File: config.mk
export PLATFORM = sky130hd
export DESIGN_NAME = qte_queue
export DESIGN_NICKNAME = d
export VERILOG_FILES = /design/src/qte_pkg.sv /design/src/qte_queue.sv
export VERILOG_INCLUDE_DIRS = /design/src /design/src/src
export SDC_FILE = /design/constraint.sdc
export NUM_CORES = 1
export LEC_CHECK = 0
export BUFFER_PORTS_ARGS = -buffer_cell sky130_fd_sc_hd__buf_4
export CAP_MARGIN = 20
export CELL_PAD_IN_SITES_DETAIL_PLACEMENT = 0
export CELL_PAD_IN_SITES_GLOBAL_PLACEMENT = 1
export CORE_AREA = 2 2 257 208
export CTS_CLUSTER_DIAMETER = 30
export CTS_CLUSTER_SIZE = 20
export DETAILED_ROUTE_END_ITERATION = 7
export DIE_AREA = 0 0 259 210
export PLACE_DENSITY = 0.75
export SETUP_SLACK_MARGIN = 0.2
export SKIP_LAST_GASP = 1
export SYNTH_ARGS = -nofsm -noshare
export SYNTH_HDL_FRONTEND = slang
export SYNTH_SLANG_ARGS = --single-unit
File: constraint.sdc
create_clock -name clock -period 5.9 [get_ports clock]
set_input_delay 0.295 -clock clock [delete_from_list [all_inputs] [get_ports clock]]
set_output_delay 0.295 -clock clock [all_outputs]
set_load 0.03 [all_outputs]
File: src/assert_macros.svh
// Assertion macros shared by the converter's modules.
`ifndef ASSERT_MACROS_SVH
`define ASSERT_MACROS_SVH

// The condition must never hold outside reset.
`define QTE_ASSERT_NEVER(lbl, clk, rst, cond) \
   lbl: assert property (@(posedge clk) disable iff (rst) !(cond)) \
      else $error("converter check failed");

// When the trigger holds, the consequence must hold in the following cycle.
`define QTE_ASSERT_NEXT(lbl, clk, rst, trig, cons) \
   lbl: assert property (@(posedge clk) disable iff (rst) (trig) |=> (cons)) \
      else $error("converter sequence check failed");

`endif

File: src/qte_pkg.sv
package qte_pkg;

   // Number of rotation stages in each angle unit (8 to 24).
   localparam int CORDIC_STAGES = 16;

   // Field and datapath widths.
   localparam int IN_W   = 16;
   localparam int PROD_W = 32;
   localparam int VEC_W  = 36;
   localparam int ANG_W  = 32;
   localparam int S_W    = 29;
   localparam int FULL_W = 34;
   localparam int ATAN_W = 28;

   // Square root: one result bit per stage over a 58-bit radicand.
   localparam int ROOT_STEPS = 29;
   localparam int RAD_W      = 58;

   // Pipeline levels of the back end, counted from the queue read register.
   localparam int SQRT_LEVEL = 2 + ROOT_STEPS;
   localparam int CORDIC_LAT = CORDIC_STAGES + 1;
   localparam int OUT_LEVEL  = SQRT_LEVEL + CORDIC_LAT;
   localparam int ANG_DELAY  = SQRT_LEVEL;

   // Queue between front and back end.
   localparam int QUEUE_DEPTH = 4;
   localparam int QPTR_W      = $clog2(QUEUE_DEPTH);
   localparam int QCNT_W      = $clog2(QUEUE_DEPTH + 1);

   // Fixed-point constants: products in Q28, angles in degrees times 2^22.
   localparam logic signed [32:0] POLE_LIMIT = 33'sd134217459;
   localparam logic signed [VEC_W-1:0] Q28_ONE = VEC_W'(64'sd268435456);
   localparam logic signed [ANG_W-1:0] ANG_180 = 32'sd754974720;
   localparam logic signed [FULL_W-1:0] ANG_90 = 34'sd377487360;

   // Output saturation limits in degrees times 64.
   localparam logic [15:0] BANK_LIM = 16'd5760;
   localparam logic [15:0] HEAD_LIM = 16'd11520;
   localparam logic [15:0] ATT_LIM  = 16'd23040;

   // Rotation angles atan(2^-i), degrees times 2^22.
   localparam logic [ATAN_W-1:0] ATAN_TABLE [24] = '{
      28'd188743680, 28'd111421900, 28'd58872272, 28'd29884485,
      28'd15000234,  28'd7507429,   28'd3754631,  28'd1877430,
      28'd938729,    28'd469366,    28'd234683,   28'd117342,
      28'd58671,     28'd29335,     28'd14668,    28'd7334,
      28'd3667,      28'd1833,      28'd917,      28'd458,
      28'd229,       28'd115,       28'd57,       28'd29
   };

   // Which formula set applies to a word.
   typedef enum logic [1:0] {
      CLS_GENERAL,
      CLS_NORTH,
      CLS_SOUTH
   } qte_class_type;

   // One classified word waiting for the back end.
   typedef struct packed {
      qte_class_type          cls;
      logic signed [VEC_W-1:0] att_y;
      logic signed [VEC_W-1:0] att_x;
      logic signed [VEC_W-1:0] hd_y;
      logic signed [VEC_W-1:0] hd_x;
      logic signed [S_W-1:0]   s;
   } qte_entry_type;

endpackage

File: src/qte_queue.sv
`include "assert_macros.svh"

module qte_queue import qte_pkg::*; (
   input  logic          clock,
   input  logic          reset,
   input  logic          push_valid,
   output logic          push_ready,
   input  qte_entry_type push_entry,
   output logic          pop_valid,
   input  logic          pop_ready,
   output qte_entry_type pop_entry
);

   qte_entry_type     mem_ff [QUEUE_DEPTH];
   logic [QPTR_W-1:0] wr_ptr_ff, rd_ptr_ff;
   logic [QCNT_W-1:0] count_ff;
   logic              push, pop;

   assign push_ready = count_ff != QCNT_W'(QUEUE_DEPTH);
   assign pop_valid  = count_ff != '0;
   assign pop_entry  = mem_ff[rd_ptr_ff];
   assign push       = push_valid && push_ready;
   assign pop        = pop_valid && pop_ready;

   // Entry storage.
   always_ff @(posedge clock) begin
      if (push) begin
         mem_ff[wr_ptr_ff] <= push_entry;
      end
   end

   // Pointers and fill count.
   always_ff @(posedge clock) begin
      if (reset) begin
         wr_ptr_ff <= '0;
         rd_ptr_ff <= '0;
         count_ff  <= '0;
      end else begin
         if (push) begin
            wr_ptr_ff <= wr_ptr_ff + QPTR_W'(1);
         end
         if (pop) begin
            rd_ptr_ff <= rd_ptr_ff + QPTR_W'(1);
         end
         priority if (push && !pop) begin
            count_ff <= count_ff + QCNT_W'(1);
         end else if (pop && !push) begin
            count_ff <= count_ff - QCNT_W'(1);
         end
      end
   end

   `QTE_ASSERT_NEXT(a_queue_grow, clock, reset, push && !pop, count_ff == $past(count_ff) + QCNT_W'(1))
   `QTE_ASSERT_NEXT(a_queue_drain, clock, reset, pop && !push, count_ff == $past(count_ff) - QCNT_W'(1))

endmodule

== Yosys cells after proc, flatten, opt, wreduce, memory -nomap -nowiden ==
Memories as Yosys holds them, arrays and structs flattened. A register that Yosys moved wholly into a read port is not among the register bits.
Cells that the tools add are included.

* Magnitude comparators: 0
* Multipliers: 0
* Multiplexer cells: 6
* Divide/modulo/power cells: 0
* Shift operators: 0
* Bitwise logic cells: 0
* Reduce and logical (&&, ||, !) cells: 8
* Equality and inequality tests: 1
* $add $sub $neg: 4

{| class="wikitable"
|+ Operators with widths
! operator !! number
|-
| $mux W3 || 2
|-
| $add A2 B1 Y2 const B || 2
|-
| $logic_and A1 B1 Y1 || 4
|-
| $mux W2 || 2
|-
| $add A3 B1 Y3 const B || 1
|-
| $ne A3 B3 Y1 const B || 1
|-
| $reduce_bool A3 Y1 || 1
|-
| $sub A3 B1 Y3 const B || 1
|-
| $logic_not A1 Y1 || 2
|-
| $mux W1 || 2
|-
| $reduce_bool A2 Y1 || 1
|}

* Memories kept: 1
* Bits in latches: 0
* Bits of input ports: 179
* Register bits after elaboration: 7
* Output and inout bits: 177
* Memory bits (read-only): 0
* Logic and storage cells: 23
* Memory bits (writable): 700

{| class="wikitable"
|+ Memory list
! memory !! depth !! bits a word !! rd ports !! clocked after Yosys merged registers in !! write ports !! line !! RTL
|-
| mem_ff || 4 || 175 || 1 || 1 || 1 || qte_queue.sv:14 || <nowiki>qte_entry_type mem_ff [QUEUE_DEPTH];</nowiki>
|}

== Longest topological paths before layout ==
Gate-level depths: netlist (run 1).

* Depth in word-level cells: 6
* Mapped depth: 8

== Least setup slack after synthesis (run 1) ==
OpenSTA, ideal clock, no wires.

* Path kind: register -> register
* Start point: register count_ff[0]
* End point: memory mem_ff[2][0] (netlist name), enable pin
* Period minus slack after synthesis: 5.357 ns
* Stages on the path, launching flop included: 4
* Library setup time: 0.556 ns
* Path slack: 0.543 ns
* Arrival: 4.800 ns
* Path through: dfxtp_1 > nor2_1 > a21boi_2 > and2_1

* Longest elaborated chain between the ends: 4

{| class="wikitable"
|+ Ends and longest elaborated chain
! item !! line !! RTL
|-
| start: declaration || qte_queue.sv:16 || <nowiki>logic [QCNT_W-1:0] count_ff;</nowiki>
|-
| start signal: assignment || qte_queue.sv:46 || <nowiki>count_ff <= count_ff + QCNT_W'(1);</nowiki>
|-
| start signal: assignment || qte_queue.sv:48 || <nowiki>count_ff <= count_ff - QCNT_W'(1);</nowiki>
|-
| $ne A3 B3 Y1 || qte_queue.sv:19 || <nowiki>assign push_ready = count_ff != QCNT_W'(QUEUE_DEPTH);</nowiki>
|-
| $logic_and A1 B1 Y1 || qte_queue.sv:22 || <nowiki>assign push = push_valid && push_ready;</nowiki>
|-
| net push || qte_queue.sv:17 || <nowiki>logic push, pop;</nowiki>
|-
| $mux W1 || qte_queue.sv:27 || <nowiki>if (push) begin</nowiki>
|-
| $mux W1 (not written as such) || qte_queue.sv:28 || <nowiki>mem_ff[wr_ptr_ff] <= push_entry;</nowiki>
|-
| end: declaration || qte_queue.sv:14 ||
|}

The timed path passes the listed nets, and every way through them passes these cells.

==> flow_summary.ini, run 1 <==
[timing]
rsz0062_at_grt = false
report.final.setup_viol = 0
final.period_utilization_pct = 53.3
slew_limit_fails = 0
worst-slew-pin-transition_ns = 0.816
slew_headroom_pct = 45.6
fin_setup_tns_ns = 0
hold_viol = 0
period_needed_ns = 3.15
max_freq_mhz = 318
fin_skew_ns = 0.0188

[worst_setup_path]
critPathCapture = pop_entry[140]
r2r.worst_path.cells = 4
timing.rr.end = mem_ff[3][118]
crit-reg2reg-launch = count_ff[0]
startpoint_type = flop
critPathSlowestCell = sky130_fd_sc_hd__mux4_2
criticalPathCategory = reg -> out
worst-r2r-setup-slack_ns = 3.10
critical_path_peak_fanout = 82
timing.critical_path.buf_inv = 2
cp_data_arrival_time_ns = 2.85
crit_chain = buf_12 > mux4_2 > buf_4
required_time_at_the_worst_slack_endpoint_ns = 5.61
critPathMaxStageDelay_ns = 0.65
total_stage_count_of_the_critical_path = 3
critPathCaptureType = output port
timing.critical_path.max_delay_family = buffers and inverters

[power]
power_report.internal_total_uw = 12500
combPwrFrac_pct = 25.0
power.sequential.fraction_pct = 36.1
power_leakage_uw = 0.0120
power.clock.fraction_pct = 38.9
sw_frac_of_total_pct = 28.4
power.ir.vdd_worst_mv = 0.361
power.density_cell_area_mw_per_mm2 = 501
total_switching_power_uw = 4970

[route]
detailedRoute.firstIterationViolations = 951
vias_per_cell = 5.28
vias = 12500
drt_wl_cell_um = 22.5
drt-total-wl_mm = 53.4
drt_pass1_iterations = 5
remaining_drc_errors = 0
ant_nets = 0

[global_routing]
maximum_number_of_pins_on_one_net_before_global_route_repair = 93
globalRouteOverflowTotal = 0
first_global_vias = 13400
grt.total_usage_pct = 19.9
antenna_found_initial = 5
wire_length_of_the_first_global_routing_pass_mm = 80.9

[floorplanning]
die_width_um = 259
initial_utilization_pct = 49.6
fp.dieH_um = 210
core_area_mm2 = 0.0519
fp.dieArea_mm2 = 0.0544
number_of_rows_created_at_floorplan = 75
ioPinCount = 356

[clocking]
cts_sinks = 709
clkTransAtPathRegs_ns = 0.05
clock_latency_ns = 0.64
cts_max_path_buffers = 3
root_buffer = sky130_fd_sc_hd__clkbuf_16
tritoncts.num_buffers = 113
htree_depth = 3
cts_tree = built

[yosys]
synth.cell_area_mm2 = 0.0257
yosys_warnings = 0
synth_largest_area_cell = sky130_fd_sc_hd__edfxtp_1
synth.avg_cell_area_um2 = 26.8
post_synth_inst_count = 962
ys_seq_area_share_pct = 82.4
yosysTopAreaCellShare_pct = 81.7
synth.ff_latch_count = 709
synth.net_count = 1147
post_synth_main_area_contributors = sky130_fd_sc_hd__edfxtp_1, sky130_fd_sc_hd__mux4_2, sky130_fd_sc_hd__buf_6
post_synth_num_cell_types = 25

[finish]
finalCoreUtilization_pct = 67.3
commonest_non_fill_non_tap_cells_in_the_layout = sky130_fd_sc_hd__edfxtp_1, sky130_fd_sc_hd__buf_4, sky130_fd_sc_hd__dlygate4sd3_1, sky130_fd_sc_hd__mux4_2, sky130_fd_sc_hd__clkbuf_16
layout.nets = 1765
layout_commonest_cell = sky130_fd_sc_hd__edfxtp_1
sequential_standard_cell_area_mm2 = 0.0212
share_of_final_layout_standard_cells_stronger_than_drive_strength_1_pct = 43.5
area_growth_pct = 35.7
multi_input_area_mm2 = 0.00422
final.fill_count = 3192

[placement]
port_buffers = 355
place_congestion = 0.716
place_hpwl_mm = 28.5

[worst_hold_path]
hold_path_class = in -> reg
worst_hold_path.num_cells = 4

[outcome]
outcome = completed

[run]
max_cap_viol_count = 0
## worst min path at each step
| stage | startpoint | to |
|---|---|---|
| 6_report | pop_ready | rd_ptr_ff[0] |
| 5_1_grt | pop_ready | rd_ptr_ff[0] |
| 4_1_cts | pop_ready | rd_ptr_ff[0] |
| 3_5_place_dp | push_entry[93] | mem_ff[0][93] |
| 3_3_place_gp | push_entry[125] | mem_ff[2][125] |
| 2_1_floorplan | push_entry[0] | mem_ff[0][0] |
## worst min-delay path, stage by stage
cell and delay [ns]:
sky130_fd_sc_hd__buf_4 0.12, sky130_fd_sc_hd__o31ai_1 0.10, sky130_fd_sc_hd__xor2_1 0.09, sky130_fd_sc_hd__nor2_1 0.07
## metrics by stage
| step | worst slack [ns] | cell area, um^2 | hold WS, ns | power (uW) | instances |
|---|---|---|---|---|---|
| final | 2.75 | 34900 | 0.0701 | 17500 | 2371 |
| after global routing | 2.53 | 34900 | 0.103 | 18100 | 2368 |
| after CTS | 2.65 | 34900 | 0.0171 | 17700 | 2367 |
| after detailed placement | 3.09 | 29200 | 0.497 | 10700 | 1982 |
| after global placement | 3.12 | 29200 | 0.495 | 10700 | 1982 |
| after floorplan | 0.543 | 25700 | 0.394 | 9340 | 962 |
## power by group through the flow
stage               registers (uW)  logic, uW  clock network, uW
floorplan                     6380       2960                  0
global placement              6380       4310                  0
detailed placement            6410       4320                  0
CTS                           6330       4440               6920
global route                  6370       4600               7160
finish                        6320       4380               6810
## cell families (layout without fill, tap and decap cells)
family                   count (synthesis)  count (layout)  synth area share [%]
XOR/XNOR                                 4               4                 0.136
AND/OR/NAND/NOR                         17              17                 0.326
other                                    0               4                     0
adder cells (fa/ha/maj)                  6               6                 0.321
buffers and inverters                   43             755                  1.27
AO/OA/AOI/OAI                            5               5                 0.146
flip-flops                             709             709                  82.4
multiplexers                           178             178                  15.4
## sequential cells by signal (all words and copies together) (netlist names), named ones only
register,cells
mem_ff,700
count_ff,3
rd_ptr_ff,2
wr_ptr_ff,2
## per-layer routing
metal	vias to the layer above	wire [um]	GRT usage (%)	share of wire (%)
li1	5459	-	-	-
met1	6539	21400	26.1	40
met2	428	26700	31.7	50
met3	102	4130	7.00	7.7
met4	2	1180	6.04	2.2
met5	-	13	0	0.024
## area by class of cell
type	count	share of cell area (%)
Antenna cell	4	0.0287
Timing Repair Buffer	543	13.2
Sequential cell	709	60.7
Multi-Input combinational cell	210	12.1
Clock buffer	125	8.29
Inverter	3	0.0322
Tap cell	693	2.48
Clock inverter	84	3.16
## cells in the mapped netlist (all sizes together)
master and count:
a21boi 1, a21oi 1, and2 4, buf 38, clkbuf 2, dfxtp 9
edfxtp 700, fa 1, ha 5, inv 3, mux2 1, mux2i 2
mux4 175, nand2 1, nand2b 2, nor2 8, o21ai 1, o311ai 1
o31ai 1, or3 2, xor2 4
## what timing repair did
| action | 4_1_cts | 5_1_grt |
|---|---|---|
| gates resized for setup | 0 | 0 |
| hold endpoints to repair | 708 | 0 |
| setup buffers | 0 | 0 |
| setup endpoints to repair | 0 | 0 |
| hold buffers | 176 | 0 |
Power figures use the tool's default switching activity.
==> run 2, diff against run 1 <==
CORE_AREA = 2 2 271 219   (was 2 2 257 208)
DIE_AREA = 0 0 273 221   (was 0 0 259 210)
PLACE_DENSITY = 0.71   (was 0.75)
clock period = 2.7 ns   (was 5.9 ns; I/O delays follow)
==> flow_summary.ini, run 2 (synthesis gave the netlist of run 1 again) <==
[run]
max_cap_viol_count = 0

[timing]
slew_headroom_pct = 64.6
rsz0062_at_grt = false
fin_worst_hold_slack_ns = 0.234
worst-slew-pin-transition_ns = 0.531
finalWorstSetupSlack_ns = 0.313
report.final.setup_viol = 0
slew_limit_fails = 0
hold_viol = 0
fin_skew_ns = 0.0272
final.period_utilization_pct = 88.4
max_freq_mhz = 419
period_needed_ns = 2.39

[worst_setup_path]
required_time_at_the_worst_slack_endpoint_ns = 2.57
timing.critical_path.buf_inv = 4
cp_data_arrival_time_ns = 2.25
startpoint_type = flop
critPathCaptureType = output port
critPathMaxStageDelay_ns = 0.56
crit_chain = buf_12 > buf_16 > buf_12 > mux4_2 > buf_4
critical_path_peak_fanout = 11
criticalPathCategory = reg -> out
critPathSlowestCell = sky130_fd_sc_hd__mux4_2
timing.critical_path.max_delay_family = buffers and inverters
critPathMostFrequentCell = sky130_fd_sc_hd__buf_12

[floorplanning]
fp.dieH_um = 221
initial_utilization_pct = 44.6
ioPinCount = 356
core_area_mm2 = 0.0577
number_of_rows_created_at_floorplan = 79
die_width_um = 273
fp.dieArea_mm2 = 0.0603

[finish]
area_growth_pct = 38.6
finalNonFillerCells = 2505
layout_commonest_cell = sky130_fd_sc_hd__edfxtp_1
largest_register_ffs = 700
top_regs = mem_ff: 700 flops, count_ff: 3 flops
layout.nets = 1824
share_of_final_layout_standard_cells_stronger_than_drive_strength_1_pct = 45.8
max_flop_register = mem_ff
finalCoreUtilization_pct = 61.8
final.fill_count = 3965
commonest_non_fill_non_tap_cells_in_the_layout = sky130_fd_sc_hd__edfxtp_1, sky130_fd_sc_hd__buf_4, sky130_fd_sc_hd__dlygate4sd3_1, sky130_fd_sc_hd__mux4_2, sky130_fd_sc_hd__clkbuf_16

[placement]
place_inst = 2108
place_congestion = 0.755
port_buffers = 355
place_hpwl_mm = 32.6
pre_cts_slack_ns = 0.440

[power]
power.ir.vdd_worst_mv = 0.664
power_leakage_uw = 0.0123
totalPowerFinal_uw = 38300
power.density_cell_area_mw_per_mm2 = 1070

[clocking]
root_buffer = sky130_fd_sc_hd__clkbuf_16
cts_max_path_buffers = 3
clock_latency_ns = 0.65
htree_depth = 3
clkTransAtPathRegs_ns = 0.05
cts_sinks = 709
cts_tree = built
tritoncts.num_buffers = 112

[route]
ant_nets = 0
drt-total-wl_mm = 54.7
drt_wl_cell_um = 21.8
detailedRoute.firstIterationViolations = 990
vias = 12700
vias_per_cell = 5.08
remaining_drc_errors = 0
drt_pass1_iterations = 5

[outcome]
outcome = completed

[global_routing]
antenna_found_initial = 1
globalRouteOverflowTotal = 0
wire_length_of_the_first_global_routing_pass_mm = 82.5
maximum_number_of_pins_on_one_net_before_global_route_repair = 76
grt.total_usage_pct = 18.1
first_global_vias = 13700

[worst_hold_path]
hold_path_class = in -> reg
[run 2: changes by cell type in the layout (fill, tap and decap cells not counted), moves of 2 or more]
cell / change
sky130_fd_sc_hd__buf_4: +30
sky130_fd_sc_hd__buf_12: +21
sky130_fd_sc_hd__clkinvlp_4: +10
sky130_fd_sc_hd__bufinv_16: -8
sky130_fd_sc_hd__clkinv_1: -7
sky130_fd_sc_hd__clkinv_2: +4
sky130_fd_sc_hd__buf_16: +3
sky130_fd_sc_hd__inv_16: +3
sky130_fd_sc_hd__buf_6: +2
sky130_fd_sc_hd__clkbuf_1: -2
sky130_fd_sc_hd__clkinv_8: -2
sky130_fd_sc_hd__dlygate4sd3_1: +2
[run 2: cell type report]
| cell class | instances | area, um^2 | area share (%) |
|---|---|---|---|
| Antenna cell | 5 | 12.5 | 0.0351 |
| Clock buffer | 123 | 2890 | 8.09 |
| Clock inverter | 83 | 952 | 2.67 |
| Inverter | 3 | 11.3 | 0.0316 |
| Multi-Input combinational cell | 210 | 4220 | 11.8 |
| Sequential cell | 709 | 21200 | 59.4 |
| Tap cell | 769 | 962 | 2.70 |
| Timing Repair Buffer | 603 | 5430 | 15.2 |
[run 2: layer usage]
metal	part of all wire, %	track usage [%]	vias to the layer above
met5	0	0	-
li1	-	-	5583
met3	5.9	3.91	89
met2	49	29.1	399
met1	43	25.0	6642
met4	2.3	5.85	0
[run 2: power by group]
group | total [uW] | switching (uW) | internal, uW
Sequential | 13700 | 296 | 13400
Clock | 14200 | 4970 | 9270
Combinational | 10400 | 5860 | 4570
Total | 38300 | 11100 | 27200
[run 2: what timing repair did]
action                                  in CTS  in global routing
hold endpoints to repair                   709                  0
gates cloned                                 1                  1
hold buffers                               178                  0
resized for setup                            2                  2
pin swaps                                    0                  0
setup buffers                                5                  1
endpoints found under the setup margin     121                 38
[run 2: final timing paths]
kind             startpoint             end  slack (ns)  cells past startpoint
max                    flop  pop_entry[137]        0.31                      5
min          push_entry[82]   mem_ff[0][82]        0.23                      2
max reg2reg     count_ff[0]     count_ff[2]        0.40                      8
min reg2reg    wr_ptr_ff[1]    wr_ptr_ff[1]        0.51                      2
[run 2: metrics by stage]
step,TNS (ns),cell area (um^2)
after global placement,0,29900
after detailed placement,0,29900
final,0,35700
after CTS,0,35600
after global routing,0,35700
after floorplan,-492.72,25700
